--- src/hdl/prt_pkg.sv ---
// prt_pkg: shared types and codes for the prefix route table
// holds transaction payload structs, route entry record, cell control struct and controller states
// no dependencies
package prt_pkg;

  // request modes
  typedef enum logic [1:0] {
    MODE_LOOKUP   = 2'd0,
    MODE_ADD      = 2'd1,
    MODE_REMOVE   = 2'd2,
    MODE_REM_PORT = 2'd3
  } mode_e;

  // result status codes
  typedef enum logic [1:0] {
    STATUS_OK      = 2'd0,
    STATUS_INVALID = 2'd1,
    STATUS_FULL    = 2'd2
  } status_e;

  // action applied alike by every cell
  typedef enum logic [1:0] {
    CELL_HOLD   = 2'd0,
    CELL_MARK   = 2'd1,
    CELL_WALK   = 2'd2,
    CELL_INSERT = 2'd3
  } cell_op_e;

  // controller states
  typedef enum logic [2:0] {
    ST_IDLE, ST_MARK, ST_WALK, ST_INSERT, ST_RESP
  } state_e;

  localparam int unsigned FlagBcastBit = 0;

  typedef struct packed {
    logic [1:0]  mode;
    logic [31:0] dest_addr;
    logic [31:0] prefix_mask;
    logic [31:0] gateway_addr;
    logic [1:0]  port_id;
    logic        any_port;
    logic [3:0]  route_flags;
    logic [15:0] route_metric;
    logic        delete_broadcast;
  } in_data_t;

  typedef struct packed {
    logic [1:0]  status;
    logic        hit;
    logic [31:0] hit_gateway;
    logic [1:0]  hit_port;
    logic [3:0]  hit_flags;
  } out_data_t;

  // one stored route
  typedef struct packed {
    logic [31:0] dest;
    logic [31:0] mask;
    logic [31:0] gateway;
    logic [1:0]  port;
    logic [3:0]  flags;
    logic [15:0] metric;
  } entry_t;

  // lookup token travelling along the row
  typedef struct packed {
    logic        found;
    logic [31:0] gateway;
    logic [1:0]  port;
    logic [3:0]  flags;
  } carry_t;

  typedef struct packed {
    cell_op_e op;
    in_data_t req;
  } cell_ctrl_t;

endpackage

--- src/hdl/prt_cell.sv ---
// prt_cell: one slot of the route table row
// holds one entry, compacts towards lower slots, inserts in sorted order, passes lookup token
// depends on prt_pkg
module prt_cell (
  input  logic                clk_i,
  input  logic                rst_ni,
  input  prt_pkg::cell_ctrl_t ctrl_i,
  input  prt_pkg::entry_t     left_entry_i,
  input  logic                left_valid_i,
  input  logic                left_ins_i,
  input  prt_pkg::entry_t     right_entry_i,
  input  logic                right_valid_i,
  input  prt_pkg::carry_t     carry_i,
  output prt_pkg::entry_t     entry_o,
  output logic                valid_o,
  output logic                ins_o,
  output prt_pkg::carry_t     carry_o
);

  prt_pkg::entry_t entry_q, entry_d, new_entry;
  prt_pkg::carry_t carry_q, carry_d, own_carry;
  logic            valid_q, valid_d;
  logic            del_hit, lk_hit, goes_before, port_sel;
  prt_pkg::in_data_t req;

  assign req = ctrl_i.req;

  // route built from the request
  always_comb begin
    new_entry.dest    = req.dest_addr & req.prefix_mask;
    new_entry.mask    = req.prefix_mask;
    new_entry.gateway = req.gateway_addr;
    new_entry.port    = req.port_id;
    new_entry.flags   = req.route_flags;
    new_entry.metric  = req.route_metric;
  end

  assign port_sel = req.any_port || (entry_q.port == req.port_id);

  // entry selected for deletion by the current request
  always_comb begin
    case (prt_pkg::mode_e'(req.mode))
      prt_pkg::MODE_ADD: begin
        del_hit = (entry_q.dest == new_entry.dest) && (entry_q.mask == req.prefix_mask) &&
                  ((req.prefix_mask != 32'd0) || (entry_q.gateway == req.gateway_addr));
      end
      prt_pkg::MODE_REMOVE: begin
        del_hit = (entry_q.dest == req.dest_addr) && (entry_q.mask == req.prefix_mask) &&
                  (entry_q.gateway == req.gateway_addr);
      end
      prt_pkg::MODE_REM_PORT: begin
        del_hit = port_sel &&
                  (req.delete_broadcast || !entry_q.flags[prt_pkg::FlagBcastBit]);
      end
      default: del_hit = 1'b0;
    endcase
  end

  // lookup match and sort position
  assign lk_hit = valid_q && (prt_pkg::mode_e'(req.mode) == prt_pkg::MODE_LOOKUP) &&
                  ((req.dest_addr & entry_q.mask) == entry_q.dest) && port_sel;
  assign goes_before = (req.prefix_mask > entry_q.mask) ||
                       ((req.prefix_mask == entry_q.mask) &&
                        (req.route_metric < entry_q.metric));
  assign ins_o = !valid_q || goes_before;

  always_comb begin
    own_carry.found   = 1'b1;
    own_carry.gateway = entry_q.gateway;
    own_carry.port    = entry_q.port;
    own_carry.flags   = entry_q.flags;
  end

  // next slot contents
  always_comb begin
    entry_d = entry_q;
    valid_d = valid_q;
    carry_d = carry_q;
    case (ctrl_i.op)
      prt_pkg::CELL_MARK: begin
        if (valid_q && del_hit) begin
          valid_d = 1'b0;
        end
        carry_d = '0;
      end
      prt_pkg::CELL_WALK: begin
        // empty slot pulls from the right, a slot with a hole below gives away
        if (!valid_q) begin
          entry_d = right_entry_i;
          valid_d = right_valid_i;
        end else if (!left_valid_i) begin
          valid_d = 1'b0;
        end
        if (carry_i.found) begin
          carry_d = carry_i;
        end else if (lk_hit) begin
          carry_d = own_carry;
        end else begin
          carry_d = '0;
        end
      end
      prt_pkg::CELL_INSERT: begin
        if (ins_o) begin
          if (left_ins_i) begin
            entry_d = left_entry_i;
            valid_d = left_valid_i;
          end else begin
            entry_d = new_entry;
            valid_d = 1'b1;
          end
        end
      end
      default: ;
    endcase
  end

  // valid flag
  always_ff @(posedge clk_i or negedge rst_ni) begin
    if (!rst_ni) begin
      valid_q <= 1'b0;
    end else begin
      valid_q <= valid_d;
    end
  end

  // route payload and token
  always_ff @(posedge clk_i) begin
    entry_q <= entry_d;
    carry_q <= carry_d;
  end

  assign entry_o = entry_q;
  assign valid_o = valid_q;
  assign carry_o = carry_q;

endmodule

--- config.mk ---
export PLATFORM = sky130hd
export DESIGN_NAME = prt_cell
export DESIGN_NICKNAME = d
export VERILOG_FILES = /design/src/hdl/prt_pkg.sv /design/src/hdl/prt_cell.sv
export SDC_FILE = /design/constraint.sdc
export NUM_CORES = 1
export LEC_CHECK = 0
export BUFFER_PORTS_ARGS = -buffer_cell sky130_fd_sc_hd__buf_2
export CORE_AREA = 3 3 216 218
export DETAILED_ROUTE_END_ITERATION = 8
export DIE_AREA = 0 0 219 221
export GPL_TIMING_DRIVEN = 0
export HOLD_SLACK_MARGIN = 0.08
export PLACE_DENSITY = 0.49
export REMOVE_ABC_BUFFERS = 1
export SYNTH_ARGS = -nofsm -noshare
export SYNTH_HDL_FRONTEND = slang
export SYNTH_SLANG_ARGS = --single-unit
--- constraint.sdc ---
create_clock -name clk_i -period 5.76 [get_ports clk_i]
set_clock_uncertainty 0.1 [all_clocks]
set_input_delay 0.576 -clock clk_i [delete_from_list [all_inputs] [get_ports clk_i]]
set_output_delay 0.576 -clock clk_i [all_outputs]
set_load 0.03 [all_outputs]
==> results.toml <==
[floorplan]
io_pins = 563
dieArea_sq_um = 48400
fp.dieW_microns = 219
start_util_pct = 24.23
die_h_microns = 221
num_rows = 78
coreArea_sq_um = 45090

[worst_setup_path]
start_kind = "flop"
crit_path_end_kind = "flop"
critPathKind = "flop to flop"
cp_max_fo = 24
critPathArrivalTime_ns = 4.22
worstPathRequired_ns = 6.00

[global_routing]
grt-ovfl-total = 0
antenna_found_initial = 17
grt_max_degree = 95
grt_pass1_vias = 11228
track_usage_pct = 20.66
grt_pass1_wl_microns = 72730

[layout]
num-fill-cells = 4837
register_area_sq_um = 4740
final_cell_mix = "buf_2, a21oi_1, nor2_1"
multi_input_area_sq_um = 5766
syn2layout_area_growth_pct = 37.46
final_nets = 2132
final_common_cell = "buf_2"
final_layout_size_suffix_gt1_share_pct = 36.15

[status]
outcome = "completed"

[yosys]
avgSynthCellArea_sq_um = 9.516
yosys_register_bits = 158
yosys_most_used_dff = "edfxtp_1"
synthCells = 1148
yosysWarnings = 0
synth_edf_count = 157
seq_area_frac_synth_pct = 43.39
yosysUniqueCellTypes = 54
postSynth.asyncResetShare_pct = 0.6329
syn_area_sq_um = 10920

[timing]
finalCriticalPeriod_ns = 3.974
whs_ns = 0.3112
hold_viol = 0
worstMarginPinSlew_ns = 1.203
clock.fmax_mhz = 251.6
relSlewSlack_pct = 19.33
finalSetupViolations = 0
slew_violations = 0
finalWorstSetupSlack_ns = 1.786
fin_crit_sh_pct = 68.99
rsz0062_at_grt = "no"

[clock_network]
clk_latency_ns = 0.49
clk_pin_slew_ns = 0.07
post_cts_buffers = 0
root_buffer = "clkbuf_16"
cts_made_buffers = 17
cts_htree_levels = 4
cts_buffer_depth = 2
cts_tree = "built"
ctsHoldBuffers = 1
ctsResizeCount = 0
cts_sinks = 158

[power]
internal_power_mw = 2.389
p_seq_share_pct = 40.7
swShare_pct = 36.17
combPwrFrac_pct = 28.8
power.switching_mw = 1.354
p_leak_nw = 6.710
power_density_nw_per_um2 = 249.3
vdd_ir_drop_max_v = 0.0001932
clock_power_share_pct = 30.5
power_mw = 3.743

[detailed_routing]
via_count = 10916
viasPerCell = 4.761
drt_iter0_drc = 584
wl_microns = 51220
post_drt_wl_per_cell_microns = 22.34
antenna_left = 0
drc = 0
drtPass1Iterations = 5

[job]
drv_cap = 0

[placed_design]
hpwlAfterDp_microns = 42270
numPortBuffers = 562
place_ws_ns = 1.548
gp_congestion = 0.8725

[worst_hold_path]
min-delay-path-class = "primary input to flop"
[kinds of logic (layout without fill, tap and decap cells)]
group | count (synthesis) | after routing | share of synthesized area [%]
other | 0 | 3 | 0
adder cells (fa/ha/maj) | 51 | 51 | 5.841
buffers and inverters | 112 | 654 | 4.066
multiplexers | 87 | 87 | 7.983
flip-flops | 158 | 158 | 43.39
AND/OR/NAND/NOR | 372 | 372 | 15.91
AO/OA/AOI/OAI | 263 | 263 | 14.40
XOR/XNOR | 105 | 105 | 8.418
[synth_stat cells (all sizes together), types with 2 or more instances]
cell	n	share of area, %
a21oi	170	7.8
nor2	160	5.5
edfxtp	157	43
nand2	94	3.2
mux2i	86	7.9
xor2	81	6.5
ha	51	5.8
inv	51	1.8
clkbuf	41	1.4
a21boi	38	2.6
nand3b	34	2.3
nor4	30	1.8
xnor2	24	1.9
buf	19	0.87
nand4	19	1.1
nand3	14	0.64
a22oi	12	0.82
o21ai	9	0.41
a21o	6	0.41
a211oi	4	0.27
nor2b	4	0.23
nor3	4	0.18
a221o	3	0.29
a221oi	3	0.24
a22o	3	0.24
a31oi	3	0.17
or3b	3	0.24
a2111oi	2	0.39
and4	2	0.17
nand2b	2	0.11
o211ai	2	0.14
o31ai	2	0.14
or4	2	0.14
[stage by stage]
step	std cells	util (%)	TNS (ns)	instance area, sq um
2_1_floorplan	1088	-	-234.80	10680
3_3_place_gp	2250	31.58	-890.32	14240
3_5_place_dp	2257	32.02	0	14440
4_1_cts	2290	33.29	0	15010
5_1_grt	2291	33.29	0	15010
6_report	2293	33.31	0	15020
[worst max-delay path, stage by stage, from the launching register on]
cell and delay, ns:
edfxtp_1 0.48, xor2_1 0.20, a22oi_1 0.32, nand3_1 0.22, nor4_1 0.65, nand4_1 0.82
buf_8 0.44, or3b_2 0.45, a21boi_1 0.14
[state kept, by name, summed over array words and instances (netlist names)]
name and cells:
entry_o 118, valid_o 1, carry_o 39
[power groups by stage]
stage / Sequential, mW / Combinational [mW] / Clock [mW]
after floorplan: 1.74 / 0.381 / 0
after global placement: 1.57 / 1.08 / 0
after detailed placement: 1.55 / 1.09 / 0
after CTS: 1.53 / 1.09 / 1.18
after global routing: 1.54 / 1.17 / 1.22
final: 1.52 / 1.08 / 1.14
[final cells by class]
| type | count | area share (%) |
|---|---|---|
| Tap cell | 600 | 4.999 |
| Sequential cell | 158 | 31.56 |
| Inverter | 52 | 1.300 |
| Multi-Input combinational cell | 878 | 38.39 |
| Timing Repair Buffer | 570 | 19.96 |
| Clock buffer | 17 | 2.833 |
| Clock inverter | 15 | 0.8999 |
| Antenna cell | 3 | 0.04999 |
[metal layers]
layer / vias up / track usage, % / wire length (microns)
met2: 484 / 35.87 / 25000
li1: 5226 / - / -
met3: 102 / 6.866 / 4311
met1: 5088 / 22.81 / 19630
met4: 16 / 9.262 / 2171
met5: - / 0 / 109
[final timing paths]
kind                                         from     endpoint  slack (ns)  depth (start not counted)
min in group asynchronous                  rst_ni      valid_o        0.33                          2
worst min-delay path            right_entry_i[78]  entry_o[78]        0.31                          3
worst max-delay path                  entry_o[90]   carry_o[5]        1.79                          8
worst max register to register        entry_o[90]   carry_o[5]        1.79                          8
max in group asynchronous                  rst_ni      valid_o        5.15                          2
worst min register to register            valid_o      valid_o        0.59                          2
(Power assumes the default switching activity.)
